[src/rtl/core/assert_macros.svh]
// Assertion macros shared by the RTL; assumes clk and rst_n are in scope.
`ifndef ASSERT_MACROS_SVH
`define ASSERT_MACROS_SVH

// Plain check of a property on every clock edge out of reset
`define ASSERT_CLK(lbl, prop, msg) \
  lbl: assert property (@(posedge clk) disable iff (!rst_n) prop) else $error(msg);

// Implication checked on every clock edge out of reset
`define ASSERT_IMP(lbl, ante, cons, msg) \
  lbl: assert property (@(posedge clk) disable iff (!rst_n) (ante) |-> (cons)) \
    else $error(msg);

`endif

[src/rtl/core/fqs_pkg.sv]
// Shared types and constants for the searchable queue.
package fqs_pkg;

  localparam int DATA_W    = 32;
  localparam int OCC_W     = 5;
  localparam int DEPTH_DEF = 16;

  localparam logic [1:0] OP_PUSH  = 2'd0;
  localparam logic [1:0] OP_POP   = 2'd1;
  localparam logic [1:0] OP_FIND  = 2'd2;
  localparam logic [1:0] OP_CLEAR = 2'd3;

  typedef struct packed {
    logic [1:0]               opcode;
    logic signed [DATA_W-1:0] operand_value;
  } in_item_t;

  typedef struct packed {
    logic signed [DATA_W-1:0] popped_value;
    logic                     found;
    logic                     was_empty;
    logic                     overflow;
    logic [OCC_W-1:0]         occupancy;
  } out_item_t;

  // Control broadcast to every cell of the chain
  typedef struct packed {
    logic                     upd;      // item accepted this cycle
    logic                     shift;    // pop: take neighbour's word
    logic                     load;     // push: cell at tail takes operand
    logic                     find;     // search this item
    logic signed [DATA_W-1:0] operand;
  } cell_ctrl_t;

endpackage

[src/rtl/core/fqs_cell.sv]
// One storage cell of the queue chain: word register plus comparator.
module fqs_cell #(
  parameter int IDX    = 0,
  parameter int CNT_W  = 5
) (
  input  logic                             clk,
  input  fqs_pkg::cell_ctrl_t              ctrl,
  input  logic [CNT_W-1:0]                 cnt,
  input  logic signed [fqs_pkg::DATA_W-1:0] next_data,
  output logic signed [fqs_pkg::DATA_W-1:0] data,
  output logic                             match
);

  logic signed [fqs_pkg::DATA_W-1:0] data_r, data_nxt;
  logic                              match_r, match_nxt;
  logic                              occupied;
  logic                              at_tail;

  assign occupied = CNT_W'(IDX) < cnt;
  assign at_tail  = cnt == CNT_W'(IDX);

  always_comb begin
    data_nxt  = data_r;
    match_nxt = match_r;
    if (ctrl.shift) begin
      data_nxt = next_data;
    end else if (ctrl.load && at_tail) begin
      data_nxt = ctrl.operand;
    end
    if (ctrl.upd) begin
      match_nxt = ctrl.find && occupied && (data_r == ctrl.operand);
    end
  end

  always_ff @(posedge clk) begin
    data_r  <= data_nxt;
    match_r <= match_nxt;
  end

  assign data  = data_r;
  assign match = match_r;

endmodule

[src/rtl/core/fifo_queue_with_search.sv]
// Searchable FIFO queue of signed 32-bit words built as a chain of cells.
//
// Input channel (in_valid/in_stall/in_item): one opcode and operand per item:
// push, pop, find or clear. Every accepted item yields exactly one result
// item on the output channel (out_valid/out_stall/out_item).
// Queue state (words and count) is updated at the accepting edge, where each
// cell also registers its own compare and the item's pending result is
// registered; the match bits are ORed into the output register when that
// pending result advances.
// Throughput: one item per cycle while the receiver takes results; the
// per-cell comparators and the shifting chain set that figure.
// When the receiver stalls, the output register holds its result and one
// more item may be accepted into the pending stage; after that in_stall
// rises until the output frees.
// Reset (rst_n low, synchronous) empties the queue and drops any results in
// flight. Word contents are not cleared; only cells below the count are read.
module fifo_queue_with_search #(
  parameter int DEPTH = fqs_pkg::DEPTH_DEF
) (
  input  logic               clk,
  input  logic               rst_n,
  input  logic               in_valid,
  output logic               in_stall,
  input  fqs_pkg::in_item_t  in_item,
  output logic               out_valid,
  input  logic               out_stall,
  output fqs_pkg::out_item_t out_item
);

  `include "assert_macros.svh"

  localparam int CntW = $clog2(DEPTH + 1);
  localparam int OccW = fqs_pkg::OCC_W;
  localparam int DW   = fqs_pkg::DATA_W;

  logic [CntW-1:0]     cnt_r, cnt_nxt;
  logic                pend_r, pend_nxt;
  fqs_pkg::out_item_t  pend_item_r, pend_item_nxt;
  logic                out_valid_r, out_valid_nxt;
  fqs_pkg::out_item_t  out_item_r, out_item_nxt;

  logic                accept;
  logic                advance;
  logic                empty;
  logic                full;
  fqs_pkg::cell_ctrl_t ctrl;

  logic signed [DW-1:0] cell_data [DEPTH];
  logic [DEPTH-1:0]     match_w;

  assign empty   = cnt_r == '0;
  assign full    = cnt_r == CntW'(DEPTH);
  assign advance = pend_r && (!out_valid_r || !out_stall);
  assign in_stall = pend_r && out_valid_r && out_stall;
  assign accept  = in_valid && !in_stall;

  always_comb begin
    ctrl.upd     = accept;
    ctrl.shift   = accept && (in_item.opcode == fqs_pkg::OP_POP) && !empty;
    ctrl.load    = accept && (in_item.opcode == fqs_pkg::OP_PUSH) && !full;
    ctrl.find    = in_item.opcode == fqs_pkg::OP_FIND;
    ctrl.operand = in_item.operand_value;
  end

  for (genvar i = 0; i < DEPTH; i++) begin : g_cell
    localparam int Nb = (i == DEPTH - 1) ? i : i + 1;
    fqs_cell #(
      .IDX   (i),
      .CNT_W (CntW)
    ) u_cell (
      .clk       (clk),
      .ctrl      (ctrl),
      .cnt       (cnt_r),
      .next_data (cell_data[Nb]),
      .data      (cell_data[i]),
      .match     (match_w[i])
    );
  end

  always_comb begin
    cnt_nxt = cnt_r;
    if (accept) begin
      case (in_item.opcode)
        fqs_pkg::OP_PUSH:  if (!full) cnt_nxt = cnt_r + CntW'(1);
        fqs_pkg::OP_POP:   if (!empty) cnt_nxt = cnt_r - CntW'(1);
        fqs_pkg::OP_FIND:  cnt_nxt = cnt_r;
        fqs_pkg::OP_CLEAR: cnt_nxt = '0;
        default:           cnt_nxt = cnt_r;
      endcase
    end
  end

  always_comb begin
    pend_item_nxt = pend_item_r;
    if (accept) begin
      pend_item_nxt.popped_value = ctrl.shift ? cell_data[0] : '0;
      pend_item_nxt.found        = 1'b0;  // filled from the match bits later
      pend_item_nxt.was_empty    = empty;
      pend_item_nxt.overflow     = (in_item.opcode == fqs_pkg::OP_PUSH) && full;
      pend_item_nxt.occupancy    = OccW'(cnt_nxt);
    end
  end

  always_comb begin
    pend_nxt = pend_r;
    if (accept) begin
      pend_nxt = 1'b1;
    end else if (advance) begin
      pend_nxt = 1'b0;
    end
  end

  always_comb begin
    out_valid_nxt = out_valid_r;
    out_item_nxt  = out_item_r;
    if (advance) begin
      out_valid_nxt      = 1'b1;
      out_item_nxt       = pend_item_r;
      out_item_nxt.found = |match_w;
    end else if (!out_stall) begin
      out_valid_nxt = 1'b0;
    end
  end

  always_ff @(posedge clk) begin
    if (!rst_n) begin
      cnt_r       <= '0;
      pend_r      <= 1'b0;
      out_valid_r <= 1'b0;
    end else begin
      cnt_r       <= cnt_nxt;
      pend_r      <= pend_nxt;
      out_valid_r <= out_valid_nxt;
    end
  end

  always_ff @(posedge clk) begin
    pend_item_r <= pend_item_nxt;
    out_item_r  <= out_item_nxt;
  end

  assign out_valid = out_valid_r;
  assign out_item  = out_item_r;

  `ASSERT_CLK(a_cnt_bound, (cnt_r <= CntW'(DEPTH)), "queue count beyond depth")
  `ASSERT_IMP(a_clear_empties, accept && (in_item.opcode == fqs_pkg::OP_CLEAR), ##1 (cnt_r == '0), "clear left words in queue")
  `ASSERT_IMP(a_full_push_holds, accept && (in_item.opcode == fqs_pkg::OP_PUSH) && full, ##1 (cnt_r == $past(cnt_r)), "dropped push changed count")
  `ASSERT_IMP(a_result_follows, accept, ##1 pend_r, "accepted item not pending")
  `ASSERT_IMP(a_found_only_nonempty, advance && (match_w != '0), !pend_item_r.was_empty, "match reported on empty queue")

endmodule
[config.mk]
export PLATFORM = sky130hd
export DESIGN_NAME = fifo_queue_with_search
export DESIGN_NICKNAME = d
export VERILOG_FILES = /design/src/rtl/core/fqs_pkg.sv /design/src/rtl/core/fqs_cell.sv /design/src/rtl/core/fifo_queue_with_search.sv
export VERILOG_INCLUDE_DIRS = /design/src /design/src/rtl/core
export SDC_FILE = /design/constraint.sdc
export NUM_CORES = 1
export LEC_CHECK = 0
export BUFFER_PORTS_ARGS = -buffer_cell sky130_fd_sc_hd__buf_2
export CAP_MARGIN = 0
export CORE_MARGIN = 2
export CORE_UTILIZATION = 50
export DETAILED_ROUTE_END_ITERATION = 8
export GPL_TIMING_DRIVEN = 0
export PLACE_DENSITY = 0.66
export SYNTH_ARGS = -nofsm -noshare
export SYNTH_HDL_FRONTEND = slang
export SYNTH_HIERARCHICAL = 1
export SYNTH_SLANG_ARGS = --single-unit
[constraint.sdc]
create_clock -name clk -period 11.5 [get_ports clk]
set_input_delay 0 -clock clk [delete_from_list [all_inputs] [get_ports clk]]
set_output_delay 0 -clock clk [all_outputs]
set_load 0.005 [all_outputs]
==> run_results.csv, run 1 <==
group,metric,value,unit
run_status,status,"finished, final reports clean",
sta,tns,0,ns
clocking,clockRootBuffer,"clkbuf_16",
global_routing,grt_max_degree,44,
worst_setup_path,r2r_end,"g_cell[14].u_cell/data[10]",
yosys,synthSimpleGateAreaFrac,6.47,%
sta,finalSetupViolations,0,
finish,drive_gt1_share,35.1,%
yosys,synth_seq_cells,614,
worst_setup_path,crit_arrival,5.65,ns
floorplanning,die_w,255,um
sta,hold_violations,0,
sta,rsz0062_at_grt,"no",
sta,worst_slew_pin_slew,1.37,ns
placed_design,pre_cts_ws,5.82,ns
global_routing,grt_overflow_total,0,
power,p_total,0.00515,W
clocking,cts-htree-levels,3,
yosys,async_flop_share,0,%
worst_setup_path,cpMostUsedCell,"nor4b_4",
global_routing,antenna_found_initial,0,
clocking,worstSkewPairLatency,0.61,ns
routing,drcViolationCount,0,
sta,fmax,0.184,GHz
worst_setup_path,crit_required,11.72,ns
sta,drv_slew,0,
sta,fin_ws,6.07,ns
floorplanning,start_util,50.8,%
global_routing,grt_pass1_wl,123,mm
clocking,cts_tree,"done",
finish,n_antenna_cell,0,
sta,min_period,5.43,ns
yosys,synth_adder_area_share,0.0795,%
floorplanning,ios,80,
worst_setup_path,crit_path_start,"cnt_r[0]",
worst_setup_path,start_kind,"register",
yosys,synth_xor_area_share,14.1,%
power,cellPowerDensity,146,nW/um^2
sta,skew,0.0195,ns
yosys,synthMuxAreaShare,18.2,%
yosys,syn_avg_cell_area,15.1,sq um
worst_setup_path,crit_path_end,"g_cell[14].u_cell/data[10]",
yosys,ys_warn_count,6,
clocking,path_clk_slew,0.06,ns
routing,vias_per_cell,5.85,
yosys,synth_fp_nets,2121,
routing,wl_per_cell,26.4,um
routing,first_pass_iters,7,
sta,slew_headroom,8.35,%
global_routing,grt_pass1_vias,19500,
worst_setup_path,critPathCaptureType,"register",
finish,finalNonFillerCells,3129,
finish,layout.nets,2282,
flow_run,cap_violations,0,
clocking,cts_made_buffers,69,
floorplanning,dieArea,65000,sq um
yosys,yosys_most_used_dff,"edfxtp_1",
worst_setup_path,slowest_stage,"dfxtp_1",
finish,final_common_cell,"edfxtp_1",
placed_design,port_buffers,78,
global_routing,track_usage,25.6,%
yosys,netlist_area,31500,sq um
worst_setup_path,max_stage_delay,1.19,ns
clocking,clockBufferDepth,3,
finish,most-common-layout-cells,"edfxtp_1, mux2_2, xor2_1",
finish,multi_input_area,12700,sq um
routing,vias,18300,
finish,synthToLayoutAreaGrowth,12.1,%
routing,routed_wl,82.5,mm
yosys,seq_area_frac_synth,58.3,%
clocking,postCtsSetupRepairBufs,0,
yosys,ys_types,64,
yosys,synth_edf_count,607,
sta,whs,0.235,ns
clocking,hold_buffers,7,
floorplanning,fp.dieH,255,um
worst_setup_path,reg2regPathDepth,8,
yosys,synth_top_family_by_area,"multiplexers",
worst_setup_path,worst-setup-path-type,"reg2reg",
worst_setup_path,reg2reg_from,"cnt_r[0]",
floorplanning,row_count,91,
finish,seqCellArea,18400,sq um
routing,ant_nets,0,
yosys,synth_compound_area_share,1.45,%
sta,fin_crit_sh,47.2,%
power,peakVddDrop,0.0975,mV
worst_setup_path,rrSetupSlack,6.07,ns
placed_design,hpwl,53.6,mm
clocking,ctsResizeCount,0,
min_path,hp-class,"in2reg",
clocking,cts_sinks,614,
finish,nFillCells,4990,
floorplanning,core,61900,sq um
power,power.leakage,12.0,nW
worst_setup_path,crit_chain,"inv_1, ha_1, nor4b_4, nor4b_4, clkbuf_2, clkbuf_1, buf_2, a41o_1",
placed_design,placedCellCount,3001,
routing,drt-initial-drc-count,1754,
worst_setup_path,crit_fanout,32,
placed_design,gp_congestion,0.837,
yosys,synthCells,2081,
==> cells by family after synthesis <==
family | count (synthesis)
DFF | 614
muxes | 508
xor gates and xnor gates | 506
and+or+nand+nor | 297
buffers and inverters | 92
AOI/OAI and AO/OA | 62
adders and majority gates | 2
==> report_power, final <==
part           switching (W)  total [W]  internal (W)
logic               0.000263   0.000445      0.000182
clock network       0.000913    0.00214       0.00122
registers          0.0000376    0.00257       0.00253
==> area by class of cell <==
cell class / instances / share of cell area [%]
Sequential cell: 614 / 52.0
Multi-Input combinational cell: 1375 / 36.1
Clock buffer: 81 / 5.02
Tap cell: 837 / 2.97
Timing Repair Buffer: 90 / 1.55
Buffer: 72 / 1.06
Clock inverter: 40 / 1.05
Inverter: 20 / 0.213
==> sequential cells by signal, indices dropped and copies added (netlist names) <==
register	count
g_cell.u_cell/data	512
out_item	40
pend_item_r	39
g_cell.u_cell/match	16
cnt_r	5
out_valid	1
pend_r	1
==> Yosys cell counts, types with 3 or more instances <==
library cell    n  share of area [%]
o21a_1          3              0.072
nor4_1         92                1.8
xor2_1        466                 13
nor2b_1         3              0.060
a21oi_1        10               0.16
nand3_1        26               0.41
nand2b_1        5              0.099
nor3b_1         3              0.072
nand4_1        30               0.60
nor4_2         30                1.2
o21ai_0         8               0.13
o2111ai_1       5               0.14
nor3_1         17               0.27
nor3_2          7               0.22
mux2_1          6               0.21
mux2_2        502                 18
nor2_1         13               0.15
nand4b_1        3              0.083
xnor2_1        40                1.1
a41o_1          6               0.19
nand2_1        14               0.17
inv_1          20               0.24
a31o_2          7               0.19
buf_2          57               0.91
edfxtp_1      607                 58
and2_1         33               0.66
clkbuf_1        9               0.11
dfxtp_1         7               0.45
nor4b_1         3              0.083
==> metal layers <==
metal | GRT usage [%] | part of all wire (%)
met1 | 34.4 | 42
met2 | 42.8 | 49
met3 | 4.55 | 6.6
met4 | 7.42 | 2.2
met5 | 0 | 0
==> how the worst min path moves through the flow <==
stage | slack [ns] | depth (start not counted) | start | endpoint
final | 0.24 | 3 | rst_n | cnt_r[2]
after floorplan | 0.12 | 1 | rst_n | cnt_r[4]
after detailed placement | 0.29 | 2 | rst_n | cnt_r[2]
after global routing | 0.23 | 3 | rst_n | cnt_r[2]
after global placement | 0.27 | 3 | out_stall | out_valid
after CTS | 0.19 | 3 | rst_n | cnt_r[2]
==> per-stage QoR <==
step / cell area (sq um) / utilization, %
2_1_floorplan: 31500 / -
3_5_place_dp: 33100 / 53.4
3_3_place_gp: 32900 / 53.2
4_1_cts: 35300 / 57.0
6_report: 35300 / 57.0
5_1_grt: 35300 / 57.0
==> critical path: cells and delay by family (launching register included) <==
family	cells	cell delay, ns
AO/OA/AOI/OAI	1	1.03
AND/OR/NAND/NOR	2	0.69
flip-flops	1	1.19
buffers and inverters	4	1.72
adder cells (fa/ha/maj)	1	0.36
Power figures use the tool's default switching activity.
==> inputs of run 2 (changes only) <==
--- a/config.mk
+++ b/config.mk
@@ -6,13 +6,14 @@
 export SDC_FILE = /design/constraint.sdc
 export NUM_CORES = 1
 export LEC_CHECK = 0
+export ABC_AREA = 1
 export BUFFER_PORTS_ARGS = -buffer_cell sky130_fd_sc_hd__buf_2
 export CAP_MARGIN = 0
 export CORE_MARGIN = 2
 export CORE_UTILIZATION = 50
 export DETAILED_ROUTE_END_ITERATION = 8
 export GPL_TIMING_DRIVEN = 0
-export PLACE_DENSITY = 0.66
+export PLACE_DENSITY = 0.69
 export SYNTH_ARGS = -nofsm -noshare
 export SYNTH_HDL_FRONTEND = slang
 export SYNTH_HIERARCHICAL = 1
==> constraint.sdc (replaced) <==
create_clock -name clk -period 4.88 [get_ports clk]
set_input_delay 0 -clock clk [delete_from_list [all_inputs] [get_ports clk]]
set_output_delay 0 -clock clk [all_outputs]
set_load 0.005 [all_outputs]
==> run 2 against run 1 <==
Utilization decreased by 0.17 points. Global-route usage increased by 5.4 points. Clock skew increased by 0.0095 ns. Die area increased by 9.9%. Via count increased by 63%. Sequential power increased by 140%. Fmax increased by 21%. Register-to-register slack got worse by 5.7 ns. Wire length increased by 34%. Area after synthesis increased by 10%. Flip-flop and latch count unchanged. Critical path type unchanged. Critical endpoint is now g_cell[15].u_cell/data[6].
==> run_results.csv, run 2 <==
group,metric,value,unit
finish,synthToLayoutAreaGrowth,12.4,%
power,peakVddDrop,0.226,mV
worst_setup_path,r2r_end,"g_cell[15].u_cell/data[6]",
clocking,cts_tree,"done",
power,cellPowerDensity,320,nW/um^2
yosys,ys_warn_count,6,
clocking,cts-htree-levels,3,
placed_design,port_buffers,79,
power,power.leakage,17.8,nW
finish,finalNonFillerCells,5630,
clocking,cts_made_buffers,69,
worst_setup_path,crit_arrival,4.80,ns
routing,vias,29900,
worst_setup_path,critPathCaptureType,"register",
global_routing,antenna_found_initial,4,
floorplanning,row_count,96,
yosys,netlist_area,34700,sq um
yosys,seq_area_frac_synth,53.0,%
yosys,ys_top_cells_by_area,"edfxtp_1, nand2_1, inv_1, o21ai_0, nor2_1",
worst_setup_path,start_kind,"register",
finish,largest_reg_flops,512,
sta,hold_violations,0,
routing,drt-initial-drc-count,3980,
sta,rsz0062_at_grt,"no",
global_routing,grt_pass1_vias,28100,
power,p_total,0.0125,W
worst_setup_path,reg2reg_from,"cnt_r[0]",
yosys,async_flop_share,0,%
routing,routed_wl,110,mm
finish,final_common_cell,"nand2_1",
sta,drv_slew,0,
worst_setup_path,reg2regPathDepth,8,
sta,fmax,0.223,GHz
worst_setup_path,crit_required,5.20,ns
yosys,synth_fp_nets,4507,
placed_design,hpwl,72.3,mm
yosys,synthCells,4467,
floorplanning,ios,80,
floorplanning,fp.dieH,267,um
sta,min_period,4.48,ns
yosys,synth_commonest_cells,"nand2_1, inv_1, edfxtp_1",
finish,most-common-layout-cells,"nand2_1, inv_1, edfxtp_1",
sta,skew,0.0291,ns
global_routing,grt_overflow_total,0,
global_routing,track_usage,31.0,%
worst_setup_path,crit_fanout,24,
yosys,synth_edf_count,607,
clocking,clockBufferDepth,3,
floorplanning,die_w,267,um
yosys,yosys_most_used_dff,"edfxtp_1",
worst_setup_path,crit_path_start,"cnt_r[0]",
yosys,syn_avg_cell_area,7.76,sq um
clocking,clockRootBuffer,"clkbuf_16",
finish,drive_gt1_share,8.49,%
flow_run,cap_violations,0,
floorplanning,core,68600,sq um
sta,finalSetupViolations,0,
worst_setup_path,worst-setup-path-type,"reg2reg",
placed_design,placedCellCount,5494,
run_status,status,"finished, final reports clean",
sta,fin_crit_sh,91.8,%
floorplanning,dieArea,71400,sq um
global_routing,grt_max_degree,36,
yosys,synth_top_area_share,52.6,%
clocking,cts_sinks,614,
routing,ant_nets,0,
finish,postLayoutCoreUtil,56.8,%
floorplanning,start_util,50.5,%
routing,wl_per_cell,19.6,um
yosys,yosysMostFrequentCell,"nand2_1",
sta,worst_slew_pin_slew,1.44,ns
finish,layout.nets,4685,
clocking,worstSkewPairLatency,0.63,ns
finish,nFillCells,6279,
placed_design,gp_congestion,0.913,
yosys,yosys.area.top_type,"edfxtp_1",
min_path,hp-class,"in2reg",
global_routing,grt_pass1_wl,165,mm
routing,vias_per_cell,5.31,
sta,slew_headroom,4.10,%
routing,first_pass_iters,8,
clocking,path_clk_slew,0.06,ns
yosys,synth_seq_cells,614,
routing,drcViolationCount,0,
worst_setup_path,crit_path_end,"g_cell[15].u_cell/data[6]",
yosys,ys_types,37,
clocking,postCtsSetupRepairBufs,0,
worst_setup_path,rrSetupSlack,0.40,ns
[run 2: cell types whose count changed after synthesis, moves of 84 or more]
cell | previous run | this run
mux2_2 | 502 | 0
xor2_1 | 466 | 29
xnor2_1 | 40 | 124
nand2_1 | 14 | 1986
inv_1 | 20 | 682
nor2_1 | 13 | 319
nor4_1 | 92 | 4
o21ai_0 | 8 | 336
[run 2: cells by family (layout without fill, tap and decap cells)]
family                     Yosys count  after routing  synth area share [%]
and+or+nand+nor                   2428           2428                  27.1
buffers and inverters              834           1064                  9.51
DFF                                614            614                  53.0
AOI/OAI and AO/OA                  436            436                  6.42
xor gates and xnor gates           153            153                  3.87
adders and majority gates            2              2                0.0722
other                                0              2                     0
[run 2: what timing repair did]
item                                    in CTS  in global routing
hold buffers                                11                  0
resized for setup                            3                  2
endpoints found under the hold margin       50                  0
endpoints found under the setup margin      96                 36
pin swaps                                    0                  0
[run 2: worst min path at each step]
stage / startpoint / endpoint / cells after the start / slack, ns
finish: rst_n / cnt_r[2] / 4 / 0.15
global route: rst_n / cnt_r[2] / 4 / 0.18
CTS: rst_n / cnt_r[2] / 4 / 0.12
detailed placement: rst_n / cnt_r[3] / 3 / 0.23
global placement: rst_n / cnt_r[3] / 3 / 0.23
floorplan: rst_n / cnt_r[2] / 2 / 0.1
[run 2: routing by layer]
layer  global-route usage (%)  vias to the layer above  share of wire [%]  routed length, um
met3                     5.58                      355                 11              12500
met1                     42.2                    13600                 39              43500
met5                        0                        -              0.034                 37
met2                     47.8                     1751                 44              48400
li1                         -                    14200                  -                  -
met4                     15.3                        6                5.3               5870
[run 2: power by group]
part	internal (W)	switching [W]	total [W]
Combinational	0.000396	0.000926	0.00132
Clock	0.00276	0.00222	0.00498
Sequential	0.00603	0.000142	0.00617
Total	0.00919	0.00328	0.0125
[run 2: cell type report]
type,count,area [sq um],area share [%]
clock inverters,38,294,0.755
plain buffers,115,597,1.53
multi-input cells,3019,13200,33.8
repair buffers,107,855,2.19
flip-flops and latches,614,18400,47.2
well taps,931,1160,2.99
diodes,2,5.00,0.0128
inverters,719,2700,6.94
clock buffers,85,1810,4.64
[run 2: per-stage QoR]
step                instance area (sq um)  TNS (ns)  setup WS, ns  hold slack (ns)
global placement                    36200   -874.08         -2.78            0.231
detailed placement                  36700     -9.03        -0.180            0.233
floorplan                           34700         0         0.159           0.0976
global route                        39000         0         0.339            0.177
finish                              39000         0         0.401            0.149
CTS                                 39000         0        0.0145            0.121
[run 2: worst max-delay path, stage by stage, from the launching register on]
cell,delay (ns)
dfxtp_2,0.91
inv_1,0.27
ha_1,0.36
nand3_2,0.16
nand2_1,0.11
inv_1,0.87
nand4_1,0.33
o31ai_4,0.83
buf_8,0.28
